==> config.mk <==
export PLATFORM = sky130hd
export DESIGN_NAME = dab_dynamic_label_deframer
export DESIGN_NICKNAME = d
export VERILOG_FILES = /design/src/rtl/dabdl_pkg.sv /design/src/rtl/dabdl_front.sv /design/src/rtl/dabdl_queue.sv /design/src/rtl/dabdl_back.sv /design/src/rtl/dab_dynamic_label_deframer.sv
export SDC_FILE = /design/constraint.sdc
export NUM_CORES = 1
export LEC_CHECK = 0
export ABC_CLOCK_PERIOD_IN_PS = 5500
export BUFFER_PORTS_ARGS = -buffer_cell sky130_fd_sc_hd__buf_2
export CORE_MARGIN = 2
export CORE_UTILIZATION = 45
export CTS_BUF_LIST = sky130_fd_sc_hd__clkbuf_8 sky130_fd_sc_hd__clkbuf_16
export CTS_CLUSTER_SIZE = 25
export DETAILED_ROUTE_END_ITERATION = 16
export PLACE_DENSITY = 0.59
export SLEW_MARGIN = 30
export SYNTH_ARGS = -nofsm -noshare
export SYNTH_HDL_FRONTEND = slang
export SYNTH_SLANG_ARGS = --single-unit
==> constraint.sdc <==
create_clock -name clock -period 5.5 [get_ports clock]
set_clock_uncertainty 0.15 [all_clocks]
set_input_delay 0.825 -clock clock [delete_from_list [all_inputs] [get_ports clock]]
set_output_delay 0.825 -clock clock [all_outputs]
set_load 0.005 [all_outputs]
==> src/rtl/dabdl_pkg.sv <==
// Package for the DAB dynamic label deframer.
// Holds shared types, header constants and the CRC-16 byte step.
// No dependencies.
package dabdl_pkg;

   // Group collection phase of the front part
   typedef enum logic [1:0] {
      PH_WAIT = 2'd0,
      PH_HEAD = 2'd1,
      PH_DATA = 2'd2
   } phase_type;

   // Result kinds as they leave on rsp_tuser
   typedef enum logic [1:0] {
      KIND_RESET = 2'd0,
      KIND_SEG   = 2'd1,
      KIND_CLEAR = 2'd2
   } rsp_kind_type;

   // Header bit positions and masks
   localparam int unsigned HDR_TOGGLE_BIT = 7;
   localparam int unsigned HDR_FIRST_BIT  = 6;
   localparam int unsigned HDR_LAST_BIT   = 5;
   localparam int unsigned HDR_CTRL_BIT   = 4;
   localparam logic [3:0]  CMD_CLEAR      = 4'b0000;

   // Group length bookkeeping
   localparam logic [4:0] CTRL_GROUP_LEN  = 5'd4;
   localparam logic [4:0] LABEL_GROUP_ADD = 5'd5;

   // CRC-16 CCITT, preset all ones, good-group residue
   localparam logic [15:0] CRC_POLY    = 16'h1021;
   localparam logic [15:0] CRC_PRESET  = 16'hFFFF;
   localparam logic [15:0] CRC_RESIDUE = 16'h1D0F;

   // One queued job: the results caused by one accepted beat
   typedef struct packed {
      rsp_kind_type kind;
      logic [2:0]   seg_num;
      logic [3:0]   charset;
      logic         first;
      logic         last;
      logic [3:0]   len_m1;
   } job_type;

   // Segment buffer write port, front to back
   typedef struct packed {
      logic       en;
      logic [3:0] addr;
      logic [7:0] data;
   } buf_wr_type;

   // Status from the back part
   typedef struct packed {
      logic seg_done;
   } back_status_type;

   // CRC-16 over one byte, MSB first
   function automatic logic [15:0] crc_byte(input logic [15:0] crc_i,
                                            input logic [7:0]  data_i);
      logic [15:0] c;
      c = crc_i ^ {data_i, 8'h00};
      for (int i = 0; i < 8; i++) begin
         if (c[15]) begin
            c = {c[14:0], 1'b0} ^ CRC_POLY;
         end else begin
            c = {c[14:0], 1'b0};
         end
      end
      return c;
   endfunction

endpackage

==> src/rtl/dabdl_front.sv <==
// Front part of the deframer: accepts X-PAD beats, tracks header, length and CRC.
// Posts one job per result-causing beat and writes the segment buffer.
// Depends on dabdl_pkg.
module dabdl_front (
   input  logic                      clock,
   input  logic                      reset,
   input  logic                      req_tvalid,
   output logic                      req_tready,
   input  logic                      req_tuser,
   input  logic [7:0]                req_tdata,
   input  logic                      q_full,
   output logic                      q_push,
   output dabdl_pkg::job_type        q_job,
   output dabdl_pkg::buf_wr_type     buf_wr,
   input  dabdl_pkg::back_status_type back_status,
   output logic                      seg_pending
);

   dabdl_pkg::phase_type phase_ff, phase_in;
   logic [7:0]  hdr0_ff, hdr0_in;
   logic [7:0]  hdr1_ff, hdr1_in;
   logic [4:0]  bc_ff, bc_in;
   logic [4:0]  req_len_ff, req_len_in;
   logic [15:0] crc_ff, crc_in;
   logic        toggle_ff, toggle_in;
   logic        seg_pend_ff, seg_pend_in;

   // Values as seen by this beat, after a possible restart
   dabdl_pkg::phase_type ph_cur;
   logic [4:0]  bc_cur, req_cur, bc_inc;
   logic [15:0] crc_cur, crc_nx;
   logic        acc, wr_cond, complete, crc_ok, hdr_second, is_ctrl, tog_change;
   logic [3:0]  f2;

   assign ph_cur  = req_tuser ? dabdl_pkg::PH_HEAD : phase_ff;
   assign bc_cur  = req_tuser ? 5'd0 : bc_ff;
   assign req_cur = req_tuser ? dabdl_pkg::CTRL_GROUP_LEN : req_len_ff;
   assign crc_cur = req_tuser ? dabdl_pkg::CRC_PRESET : crc_ff;
   assign crc_nx  = dabdl_pkg::crc_byte(crc_cur, req_tdata);
   assign bc_inc  = bc_cur + 5'd1;

   assign wr_cond    = (ph_cur == dabdl_pkg::PH_DATA) && (bc_cur >= 5'd2) &&
                       ({1'b0, bc_cur} + 6'd2 < {1'b0, req_cur});
   assign complete   = (bc_inc >= req_cur);
   assign crc_ok     = (crc_nx == dabdl_pkg::CRC_RESIDUE);
   assign hdr_second = (bc_cur == 5'd1);
   assign is_ctrl    = hdr0_ff[dabdl_pkg::HDR_CTRL_BIT];
   assign tog_change = hdr0_ff[dabdl_pkg::HDR_TOGGLE_BIT] != toggle_ff;
   assign f2         = hdr1_ff[7:4];

   // Hold off when the queue is full or a pending burst still reads the buffer
   assign req_tready = !q_full && !(seg_pend_ff && wr_cond);
   assign acc        = req_tvalid && req_tready;
   assign seg_pending = seg_pend_ff;

   // Phase next state
   always_comb begin
      phase_in = phase_ff;
      if (acc) begin
         case (ph_cur)
            dabdl_pkg::PH_HEAD: phase_in = hdr_second ? dabdl_pkg::PH_DATA
                                                      : dabdl_pkg::PH_HEAD;
            dabdl_pkg::PH_DATA: phase_in = complete ? dabdl_pkg::PH_WAIT
                                                    : dabdl_pkg::PH_DATA;
            default:            phase_in = dabdl_pkg::PH_WAIT;
         endcase
      end
   end

   // Datapath and outputs
   always_comb begin
      hdr0_in    = hdr0_ff;
      hdr1_in    = hdr1_ff;
      bc_in      = bc_ff;
      req_len_in = req_len_ff;
      crc_in     = crc_ff;
      toggle_in  = toggle_ff;
      q_push     = 1'b0;
      q_job      = '0;
      buf_wr.en   = acc && wr_cond;
      buf_wr.addr = 4'(bc_cur - 5'd2);
      buf_wr.data = req_tdata;
      if (acc) begin
         case (ph_cur)
            dabdl_pkg::PH_HEAD: begin
               if (hdr_second) begin
                  hdr1_in = req_tdata;
               end else begin
                  hdr0_in = req_tdata;
               end
               bc_in  = bc_inc;
               crc_in = crc_nx;
               if (hdr_second) begin
                  if (is_ctrl) begin
                     req_len_in = dabdl_pkg::CTRL_GROUP_LEN;
                  end else begin
                     req_len_in = dabdl_pkg::LABEL_GROUP_ADD + {1'b0, hdr0_ff[3:0]};
                     // toggle flip: label reset, ahead of the CRC
                     if (tog_change) begin
                        toggle_in    = hdr0_ff[dabdl_pkg::HDR_TOGGLE_BIT];
                        q_push       = 1'b1;
                        q_job.kind   = dabdl_pkg::KIND_RESET;
                     end
                  end
               end
            end
            dabdl_pkg::PH_DATA: begin
               bc_in      = bc_inc;
               crc_in     = crc_nx;
               req_len_in = req_cur;
               if (complete) begin
                  bc_in      = 5'd0;
                  req_len_in = dabdl_pkg::CTRL_GROUP_LEN;
                  crc_in     = dabdl_pkg::CRC_PRESET;
                  if (crc_ok) begin
                     if (is_ctrl) begin
                        if (hdr0_ff[3:0] == dabdl_pkg::CMD_CLEAR) begin
                           q_push     = 1'b1;
                           q_job.kind = dabdl_pkg::KIND_CLEAR;
                        end
                     end else begin
                        q_push        = 1'b1;
                        q_job.kind    = dabdl_pkg::KIND_SEG;
                        q_job.first   = hdr0_ff[dabdl_pkg::HDR_FIRST_BIT];
                        q_job.last    = hdr0_ff[dabdl_pkg::HDR_LAST_BIT];
                        q_job.seg_num = q_job.first ? 3'd0 : f2[2:0];
                        q_job.charset = q_job.first ? f2 : 4'd0;
                        q_job.len_m1  = hdr0_ff[3:0];
                     end
                  end
               end
            end
            default: begin
            end
         endcase
      end
   end

   // Buffer ownership: set on a segment job, cleared when its last byte leaves
   always_comb begin
      seg_pend_in = seg_pend_ff;
      if (q_push && (q_job.kind == dabdl_pkg::KIND_SEG)) begin
         seg_pend_in = 1'b1;
      end else if (back_status.seg_done) begin
         seg_pend_in = 1'b0;
      end
   end

   always_ff @(posedge clock) begin
      if (reset) begin
         phase_ff    <= dabdl_pkg::PH_WAIT;
         hdr0_ff     <= 8'd0;
         hdr1_ff     <= 8'd0;
         bc_ff       <= 5'd0;
         req_len_ff  <= dabdl_pkg::CTRL_GROUP_LEN;
         crc_ff      <= dabdl_pkg::CRC_PRESET;
         toggle_ff   <= 1'b0;
         seg_pend_ff <= 1'b0;
      end else begin
         phase_ff    <= phase_in;
         hdr0_ff     <= hdr0_in;
         hdr1_ff     <= hdr1_in;
         bc_ff       <= bc_in;
         req_len_ff  <= req_len_in;
         crc_ff      <= crc_in;
         toggle_ff   <= toggle_in;
         seg_pend_ff <= seg_pend_in;
      end
   end

endmodule

==> src/rtl/dabdl_queue.sv <==
// Two-entry job queue between the front and back parts of the deframer.
// Depends on dabdl_pkg.
module dabdl_queue (
   input  logic               clock,
   input  logic               reset,
   input  logic               push,
   input  dabdl_pkg::job_type push_job,
   output logic               full,
   input  logic               pop,
   output logic               head_valid,
   output dabdl_pkg::job_type head_job
);

   dabdl_pkg::job_type entry_ff [2];
   logic       wr_ptr_ff, wr_ptr_in;
   logic       rd_ptr_ff, rd_ptr_in;
   logic [1:0] count_ff, count_in;

   assign full       = (count_ff == 2'd2);
   assign head_valid = (count_ff != 2'd0);
   assign head_job   = entry_ff[rd_ptr_ff];

   // Pointer and fill bookkeeping
   always_comb begin
      wr_ptr_in = push ? !wr_ptr_ff : wr_ptr_ff;
      rd_ptr_in = pop ? !rd_ptr_ff : rd_ptr_ff;
      count_in  = count_ff + {1'b0, push} - {1'b0, pop};
   end

   always_ff @(posedge clock) begin
      if (reset) begin
         wr_ptr_ff <= 1'b0;
         rd_ptr_ff <= 1'b0;
         count_ff  <= 2'd0;
      end else begin
         wr_ptr_ff <= wr_ptr_in;
         rd_ptr_ff <= rd_ptr_in;
         count_ff  <= count_in;
      end
   end

   // Entry storage
   always_ff @(posedge clock) begin
      if (push) begin
         entry_ff[wr_ptr_ff] <= push_job;
      end
   end

endmodule

==> src/rtl/dabdl_back.sv <==
// Back part of the deframer: owns the segment buffer and expands jobs into result beats.
// Output register on the rsp side. Depends on dabdl_pkg.
module dabdl_back (
   input  logic                       clock,
   input  logic                       reset,
   input  dabdl_pkg::buf_wr_type      buf_wr,
   input  logic                       q_valid,
   input  dabdl_pkg::job_type         q_job,
   output logic                       q_pop,
   output dabdl_pkg::back_status_type back_status,
   output logic                       rsp_tvalid,
   input  logic                       rsp_tready,
   output logic [23:0]                rsp_tdata,   // seg[2:0] cs[6:3] first[7] last[8] idx[12:9] payload[20:13]
   output logic [1:0]                 rsp_tuser,   // kind[1:0]
   output logic                       rsp_tlast
);

   logic [7:0] seg_buf_ff [16];

   dabdl_pkg::job_type cur_ff, cur_in;
   logic       active_ff, active_in;
   logic [3:0] idx_ff, idx_in;
   logic       out_valid_ff, out_valid_in;
   logic [23:0] out_data_ff, out_data_in;
   logic [1:0] out_kind_ff, out_kind_in;
   logic       out_last_ff, out_last_in;
   logic       advance, last_res;

   // Segment buffer, written by the front part
   always_ff @(posedge clock) begin
      if (buf_wr.en) begin
         seg_buf_ff[buf_wr.addr] <= buf_wr.data;
      end
   end

   assign advance  = active_ff && (!out_valid_ff || rsp_tready);
   assign last_res = (cur_ff.kind != dabdl_pkg::KIND_SEG) || (idx_ff == cur_ff.len_m1);
   assign q_pop    = !active_ff && q_valid;
   assign back_status.seg_done = advance && last_res && (cur_ff.kind == dabdl_pkg::KIND_SEG);

   // Job expansion into the output register
   always_comb begin
      cur_in       = cur_ff;
      active_in    = active_ff;
      idx_in       = idx_ff;
      out_valid_in = out_valid_ff && !rsp_tready;
      out_data_in  = out_data_ff;
      out_kind_in  = out_kind_ff;
      out_last_in  = out_last_ff;
      if (q_pop) begin
         cur_in    = q_job;
         active_in = 1'b1;
         idx_in    = 4'd0;
      end else if (advance) begin
         out_valid_in = 1'b1;
         out_kind_in  = cur_ff.kind;
         out_last_in  = last_res;
         out_data_in  = '0;
         if (cur_ff.kind == dabdl_pkg::KIND_SEG) begin
            out_data_in[2:0]   = cur_ff.seg_num;
            out_data_in[6:3]   = cur_ff.charset;
            out_data_in[7]     = cur_ff.first;
            out_data_in[8]     = cur_ff.last;
            out_data_in[12:9]  = idx_ff;
            out_data_in[20:13] = seg_buf_ff[idx_ff];
         end
         idx_in    = last_res ? 4'd0 : idx_ff + 4'd1;
         active_in = !last_res;
      end
   end

   always_ff @(posedge clock) begin
      if (reset) begin
         active_ff    <= 1'b0;
         idx_ff       <= 4'd0;
         out_valid_ff <= 1'b0;
      end else begin
         active_ff    <= active_in;
         idx_ff       <= idx_in;
         out_valid_ff <= out_valid_in;
      end
   end

   always_ff @(posedge clock) begin
      cur_ff      <= cur_in;
      out_data_ff <= out_data_in;
      out_kind_ff <= out_kind_in;
      out_last_ff <= out_last_in;
   end

   assign rsp_tvalid = out_valid_ff;
   assign rsp_tdata  = out_data_ff;
   assign rsp_tuser  = out_kind_ff;
   assign rsp_tlast  = out_last_ff;

endmodule

==> src/rtl/dab_dynamic_label_deframer.sv <==
// DAB X-PAD dynamic label deframer, top level.
// A beat's first result passes the job queue, the job register and the output register.
// Throughput: one input beat per cycle while the job queue has room; the back part takes
// one job at a time; new segment data waits until the burst has read the segment buffer.
// Reset: synchronous, active high; waits for a start beat, toggle cleared, queue empty.
// Depends on dabdl_pkg, dabdl_front, dabdl_queue, dabdl_back.
module dab_dynamic_label_deframer (
   input  logic        clock,
   input  logic        reset,
   input  logic        req_tvalid,
   output logic        req_tready,
   input  logic [7:0]  req_tdata,   // data_byte[7:0]
   input  logic        req_tuser,   // start_req
   output logic        rsp_tvalid,
   input  logic        rsp_tready,
   output logic [23:0] rsp_tdata,   // segment_number[2:0] charset[6:3] first_segment[7]
                                    // last_segment[8] byte_index[12:9] payload[20:13]
   output logic [1:0]  rsp_tuser,   // kind[1:0]
   output logic        rsp_tlast    // run_end
);

   logic                       q_full, q_push, q_pop, q_valid, seg_pending;
   dabdl_pkg::job_type         push_job, head_job;
   dabdl_pkg::buf_wr_type      buf_wr;
   dabdl_pkg::back_status_type back_status;

   dabdl_front u_front (
      .clock       (clock),
      .reset       (reset),
      .req_tvalid  (req_tvalid),
      .req_tready  (req_tready),
      .req_tuser   (req_tuser),
      .req_tdata   (req_tdata),
      .q_full      (q_full),
      .q_push      (q_push),
      .q_job       (push_job),
      .buf_wr      (buf_wr),
      .back_status (back_status),
      .seg_pending (seg_pending)
   );

   dabdl_queue u_queue (
      .clock      (clock),
      .reset      (reset),
      .push       (q_push),
      .push_job   (push_job),
      .full       (q_full),
      .pop        (q_pop),
      .head_valid (q_valid),
      .head_job   (head_job)
   );

   dabdl_back u_back (
      .clock       (clock),
      .reset       (reset),
      .buf_wr      (buf_wr),
      .q_valid     (q_valid),
      .q_job       (head_job),
      .q_pop       (q_pop),
      .back_status (back_status),
      .rsp_tvalid  (rsp_tvalid),
      .rsp_tready  (rsp_tready),
      .rsp_tdata   (rsp_tdata),
      .rsp_tuser   (rsp_tuser),
      .rsp_tlast   (rsp_tlast)
   );

`ifndef SYNTHESIS
   // The buffer is never overwritten while a segment burst still owns it
   a_buf_owned: assert property (@(posedge clock) disable iff (reset)
      seg_pending |-> !buf_wr.en)
      else $error("segment buffer written during a pending burst");

   // No job is pushed into a full queue
   a_no_overflow: assert property (@(posedge clock) disable iff (reset)
      q_full |-> !q_push)
      else $error("job queue overflow");

   // Single-result kinds always close their run
   a_single_last: assert property (@(posedge clock) disable iff (reset)
      (rsp_tvalid && (rsp_tuser != dabdl_pkg::KIND_SEG)) |-> rsp_tlast)
      else $error("reset or clear result without run end");

   // A segment burst completion releases the buffer on the next cycle
   a_release: assert property (@(posedge clock) disable iff (reset)
      back_status.seg_done |=> !seg_pending)
      else $error("segment buffer not released");
`endif

endmodule
After elaboration in Yosys (flattened, before gate mapping)
Memories as Yosys holds them, arrays and structs flattened. A register that Yosys moved wholly into a read port is not among the register bits.
Index checks and enable logic that the tools add are counted.
- bits in writable memories: 158
- memories kept: 2
- register bits after elaboration: 80
- output and inout port bits: 29
- logic and storage cells: 140
- eq/ne operators: 11
- reductions and logical operators: 35
- add/sub/neg operators: 7
- multiplexer cells: 53
- $lt $le $gt $ge: 3
- bitwise logic cells: 12
- memories (memory ; words ; bits a word ; rd ports ; clocked after memory_dff ; write ports ; line ; text):
    u_back.seg_buf_ff ; 16 ; 8 ; 1 ; 1 ; 1 ; dabdl_back.sv:18 ; logic [7:0] seg_buf_ff [16];
    u_queue.entry_ff ; 2 ; 15 ; 1 ; 1 ; 1 ; dabdl_queue.sv:14 ; dabdl_pkg::job_type entry_ff [2];
- operators by type and width (operator ; number):
    13-bit 2-to-1 mux ; 10
    15-bit 2-to-1 mux ; 3
    16-bit 2-to-1 mux ; 2
    16-bit one-hot mux with 2 select lines ; 1
    5-bit 2-to-1 mux ; 6
    3-bit inverter ; 8
    5-bit one-hot mux with 2 select lines ; 2
    1-bit 2-to-1 mux ; 18
    16-bit by 13-bit == test with 1-bit output (second input constant) ; 1
    16-bit XOR ; 1
    1-bit logical AND ; 12
    2-bit 2-to-1 mux ; 6
    1-bit zero test ; 9
    3-bit AND reduction ; 3
    4-bit 2-to-1 mux ; 2
    2-bit nonzero test ; 4
    5-bit by 2-bit adder with 6-bit output (second input constant) ; 1
    2-bit by 1-bit == test with 1-bit output (second input constant) ; 3
    6-bit by 5-bit less-than comparator with 1-bit output ; 1
    3-bit by 4-bit adder with 5-bit output (first input constant) ; 1
    5-bit by 1-bit adder with 5-bit output (second input constant) ; 1
    5-bit by 1-bit == test with 1-bit output (second input constant) ; 1
    5-bit by 2-bit greater-or-equal comparator with 1-bit output (second input constant) ; 1
    5-bit greater-or-equal comparator ; 1
    other kinds (17) ; 23

Depth between registers and ports, before layout
- word-level depth: 26
- gate-level depth with buffers: 14

Cells and area by module
Synthesis repeated with hierarchy kept, for this count alone.
- cell total of the unflattened synthesis: 805
- area, all modules: 11085.6 um^2
- by module, submodules not included (module ; area each (um^2) ; seq. area each (um^2) ; times used ; cells each):
    dabdl_back ; 6626.4 ; 5134.9 ; 1 ; 343
    dabdl_front ; 3101.7 ; 840.8 ; 1 ; 394
    dabdl_queue ; 1357.6 ; 1001.0 ; 1 ; 68

Least setup slack after synthesis
OpenSTA, ideal clock, no wires.
- kind: input to register
- start point: input req_tuser
- end point: memory u_queue.entry_ff[1][0] (netlist name), enable pin
- slack: 0.876 ns
- setup time: 0.409 ns
- stages on the path: 12
- data arrival time: 4.065 ns
- buffers on the path: 4
- path through: buf_2 -> buf_4 -> clkbuf_1 -> buf_1 -> nor2_1 -> ha_1 -> o21ai_0 -> a21oi_1 -> o31ai_1 -> a311oi_4 -> nand2b_2 -> nor3b_1
- longest elaborated chain between the ends: 19
- elaborated cells between the ends (all ways): 43
- those cells by class: add/sub (2); order compare (3); eq/ne (4); mux (19); bitwise (9); reduce/logical (6)
- RTL lines (what ; line ; text):
    start: declaration ; dab_dynamic_label_deframer.sv:13 ; input logic req_tuser,
    16-bit 2-to-1 mux ; dabdl_front.sv:38 ; assign crc_cur = req_tuser ? dabdl_pkg::CRC_PRESET : crc_ff;
    16-bit XOR ; dabdl_pkg.sv:62 ; c = crc_i ^ {data_i, 8'h00};
    3-bit inverter (no source line) ; -- ;
    13-bit 2-to-1 mux (7 in series) ; dabdl_pkg.sv:64 ; if (c[15]) begin
    3-bit inverter (no source line) ; -- ;
    13-bit 2-to-1 mux ; dabdl_pkg.sv:64 ;
    16-bit by 13-bit == test with 1-bit output ; dabdl_front.sv:45 ; assign crc_ok = (crc_nx == dabdl_pkg::CRC_RESIDUE);
    1-bit 2-to-1 mux ; dabdl_front.sv:115 ; if (crc_ok) begin
    1-bit 2-to-1 mux ; dabdl_front.sv:111 ; if (complete) begin
    1-bit one-hot mux with 2 select lines ; dabdl_front.sv:84 ; case (ph_cur)
    1-bit 2-to-1 mux (*) ; dabdl_front.sv:83 ; if (acc) begin
    1-bit 2-to-1 mux (*) ; dabdl_queue.sv:44 ; if (push) begin
    1-bit 2-to-1 mux (implied by the code) (*) ; dabdl_queue.sv:45 ; entry_ff[wr_ptr_ff] <= push_job;
    end: declaration ; dabdl_queue.sv:14 ;
Every way passes the cells marked *; elsewhere a longest branch is shown, timed or not.

Final worst setup path
- start point: input req_tuser
- end point: output req_tready
- longest elaborated chain between the ends: 7
- elaborated cells between the ends (all ways): 12
- those cells by class: add/sub (1); order compare (2); eq/ne (1); mux (3); reduce/logical (5)
- RTL lines (what ; line ; text):
    5-bit 2-to-1 mux / 2-bit 2-to-1 mux (equally long branches) ; dabdl_front.sv:36, dabdl_front.sv:35 ;
    5-bit by 2-bit adder with 6-bit output, or another cell as far along ; dabdl_front.sv:43 ; ({1'b0, bc_cur} + 6'd2 < {1'b0, req_cur});
    6-bit by 5-bit less-than comparator with 1-bit output / 1-bit logical AND (equally long branches) ; dabdl_front.sv:43, dabdl_front.sv:42 ;
    1-bit logical AND (*) ; dabdl_front.sv:42 ; assign wr_cond = (ph_cur == dabdl_pkg::PH_DATA) && (bc_cur >= 5'd2) &&
    1-bit logical AND (*) ; dabdl_front.sv:52 ; assign req_tready = !q_full && !(seg_pend_ff && wr_cond);
    1-bit zero test (*) ; dabdl_front.sv:52 ;
    1-bit logical AND (*) ; dabdl_front.sv:52 ;
    end: declaration ; dab_dynamic_label_deframer.sv:11 ; output logic req_tready,
Marks and branches as above.

==> impl_metrics.tcl <==
set metrics [dict create \
    gp_congestion 0.837 \
    rows 57 \
    worstSetupStartpointType "input port" \
    via_count 6532 \
    postSynthCellCount 800 \
    cts.sinks 249 \
    ant_nets 0 \
    slew_headroom_pct 39.4 \
    antenna_found_initial 0 \
    place_hpwl_um 15600 \
    rsz0062_at_grt "no" \
    cts-root-buf "clkbuf_16" \
    p_per_area_nw_per_um2 389 \
    fillers 2040 \
    syn_area_um2 11000 \
    final_common_cell "edfxtp_1" \
    h-tree-depth 1 \
    antenna_cells 0 \
    clk_path_buf_depth 3 \
    min_path_type "flop to flop" \
    place.port_buffers 38 \
    finalCritPeriodShare_pct 72.2 \
    ys_seq_area_share_pct 63.0 \
    area_growth_syn_to_layout_pct 12.2 \
    die_y_um 161 \
    worstMarginPinSlew_ps 909 \
    final_cell_mix "edfxtp_1, nor2_1, dfxtp_1" \
    yosysWarnings 0 \
    postLayoutCoreUtil_pct 51.3 \
    avgRoutedWirePerCell_um 20.2 \
    fmax_mhz 252 \
    wirelength_um 23800 \
    yosysUniqueCellTypes 69 \
    p_leak_nw 4.15 \
    slew_viol_final 0 \
    grt_usage_pct 18.6 \
    post_synth.cell_area_avg_um2 13.8 \
    vias_per_cell 5.54 \
    path_max_fanout 11 \
    status "complete, no violations" \
    drt-initial-drc-count 491 \
    cp-end-kind "output pin" \
    numCtsBuffers 28 \
    path_class "input port to output pin" \
    setup_viol 0 \
    dieWidth_um 161 \
    grt_pass1_vias 6522 \
    gr-total-overflow 0 \
    setup_tns_ps 0 \
    postCtsSetupRepairBufs 0 \
    post-route-drc-count 0 \
    clk-insertion-delay-late_ps 530 \
    cts.repair.resized 0 \
    drive_gt1_share_pct 19.5 \
    required_ps 4530 \
    core_region_area_um2 24200 \
    max_cap_violations 0 \
    grt_start_max_net_pins 50 \
    synth-seq-cells 249 \
    ir_worst_vdd_v 0.000225 \
    drt_pass1_iterations 5 \
    dieArea_um2 25800 \
    cts_tree "yes" \
    synth_flop_cell "edfxtp_1" \
    fin_nets 863 \
    critPathArrivalTime_ps 3000 \
    finalHoldViolations 0 \
    cts_hold_buf 0 \
    grt_pass1_wl_um 37200 \
    start_util_pct 45.7 \
    synth-edff-count 197 \
    period_needed_ps 3970 \
    clk_pin_slew_ps 60 \
    ys_async_sr_fraction_pct 0 \
    ios 42 \
]
==> critical path, cell delays in order <==
cell and delay (ps):
buf_2 110, inv_1 280, nand2_1 180, ha_1 340, ha_1 270, o21ai_0 70, a21oi_1 140, o31ai_1 90
buf_4 160, and3_1 190, a21oi_1 190, buf_2 150
==> flip-flops by register name, indices dropped and copies added (netlist names), 2 cells and up <==
signal,cells
u_back.seg_buf_ff,128
u_queue.entry_ff,30
u_back.rsp_tdata,21
u_front.crc_ff,16
u_back.cur_ff,15
u_front.hdr0_ff,8
u_front.bc_ff,5
u_front.req_len_ff,5
u_back.idx_ff,4
u_front.hdr1_ff,4
u_back.rsp_tuser,2
u_front.phase_ff,2
u_queue.count_ff,2
==> power breakdown <==
part	switching, mW	internal [mW]	leakage [nW]	total (mW)
sequential	0.0923	2.25	2.24	2.34
clock	0.730	0.980	0.445	1.71
combinational	0.445	0.321	1.46	0.766
==> metal layers <==
metal,wire length (µm),track usage (%),up-vias
li1,-,-,3022
met1,10300,26.1,3273
met2,11500,30.8,204
met3,1430,2.89,33
met4,497,4.63,0
met5,0,0,-
==> cell type report <==
type / count / area [µm²] / share of cell area [%]
clock buffers: 28 / 701 / 5.65
multi-input cells: 490 / 3840 / 31.0
flip-flops and latches: 249 / 6960 / 56.1
inverters: 18 / 67.6 / 0.545
repair buffers: 47 / 258 / 2.08
clock inverters: 24 / 168 / 1.35
well taps: 324 / 405 / 3.27
==> Yosys cell counts, types with 3 or more instances <==
library cell | instances | area, µm²
clkbuf_1 | 21 | 78.8
and3_1 | 6 | 37.5
mux2_2 | 16 | 180
nor4_1 | 4 | 25.0
nor3_1 | 7 | 35.0
buf_2 | 11 | 55.1
xnor2_1 | 27 | 236
a211o_1 | 4 | 35.0
mux2i_1 | 17 | 170
nor3b_1 | 6 | 45.0
edfxtp_1 | 197 | 5920
a22o_1 | 3 | 26.3
nor2b_1 | 9 | 56.3
buf_4 | 4 | 30.0
nand2_1 | 39 | 146
buf_1 | 6 | 22.5
nor2_1 | 90 | 338
dfxtp_1 | 52 | 1040
mux4_2 | 40 | 901
and2_1 | 21 | 131
ha_1 | 16 | 200
nand2b_1 | 26 | 163
or3_1 | 6 | 37.5
inv_1 | 17 | 63.8
nand3b_1 | 3 | 22.5
nand3_1 | 29 | 145
xor2_1 | 22 | 193
a21oi_1 | 26 | 130
o21ai_0 | 25 | 125
==> cells by family (layout without fill, tap and decap cells) <==
kind of cell	after synthesis	in the layout	synth area share, %
flip-flops	249	249	63.0
multiplexers	74	74	11.4
XOR/XNOR	51	51	4.18
adder cells (fa/ha/maj)	16	16	1.81
AND/OR/NAND/NOR	262	262	11.9
buffers and inverters	63	117	2.49
AO/OA/AOI/OAI	84	84	5.20
other	1	3	0.0339
==> through the flow <==
step	instances	area, µm²	hold WS, ps	worst slack (ps)	power, mW
after floorplan	802	11100	268	876	2.90
after global placement	1128	11500	277	1310	3.13
after detailed placement	1128	11500	288	1220	3.15
after CTS	1180	12400	305	1490	4.87
after global routing	1180	12400	330	1270	5.04
final	1180	12400	306	1530	4.81
==> path summary, 6_finish.rpt <==
check	startpoint	end	slack, ps	depth (start not counted)
setup / recovery	req_tuser	req_tready	1530	12
hold / removal	u_back.cur_ff[13]$_DFFE_PP_	u_back.rsp_tuser[0]$_DFFE_PP_	310	0
setup reg to reg	u_front.bc_ff[1]$_SDFFE_PP0P_	u_back.seg_buf_ff[1][1]$_DFFE_PP_	1770	10
hold reg to reg	u_back.cur_ff[13]$_DFFE_PP_	u_back.rsp_tuser[0]$_DFFE_PP_	310	0
No activity file was read; power rests on OpenSTA's default activity.
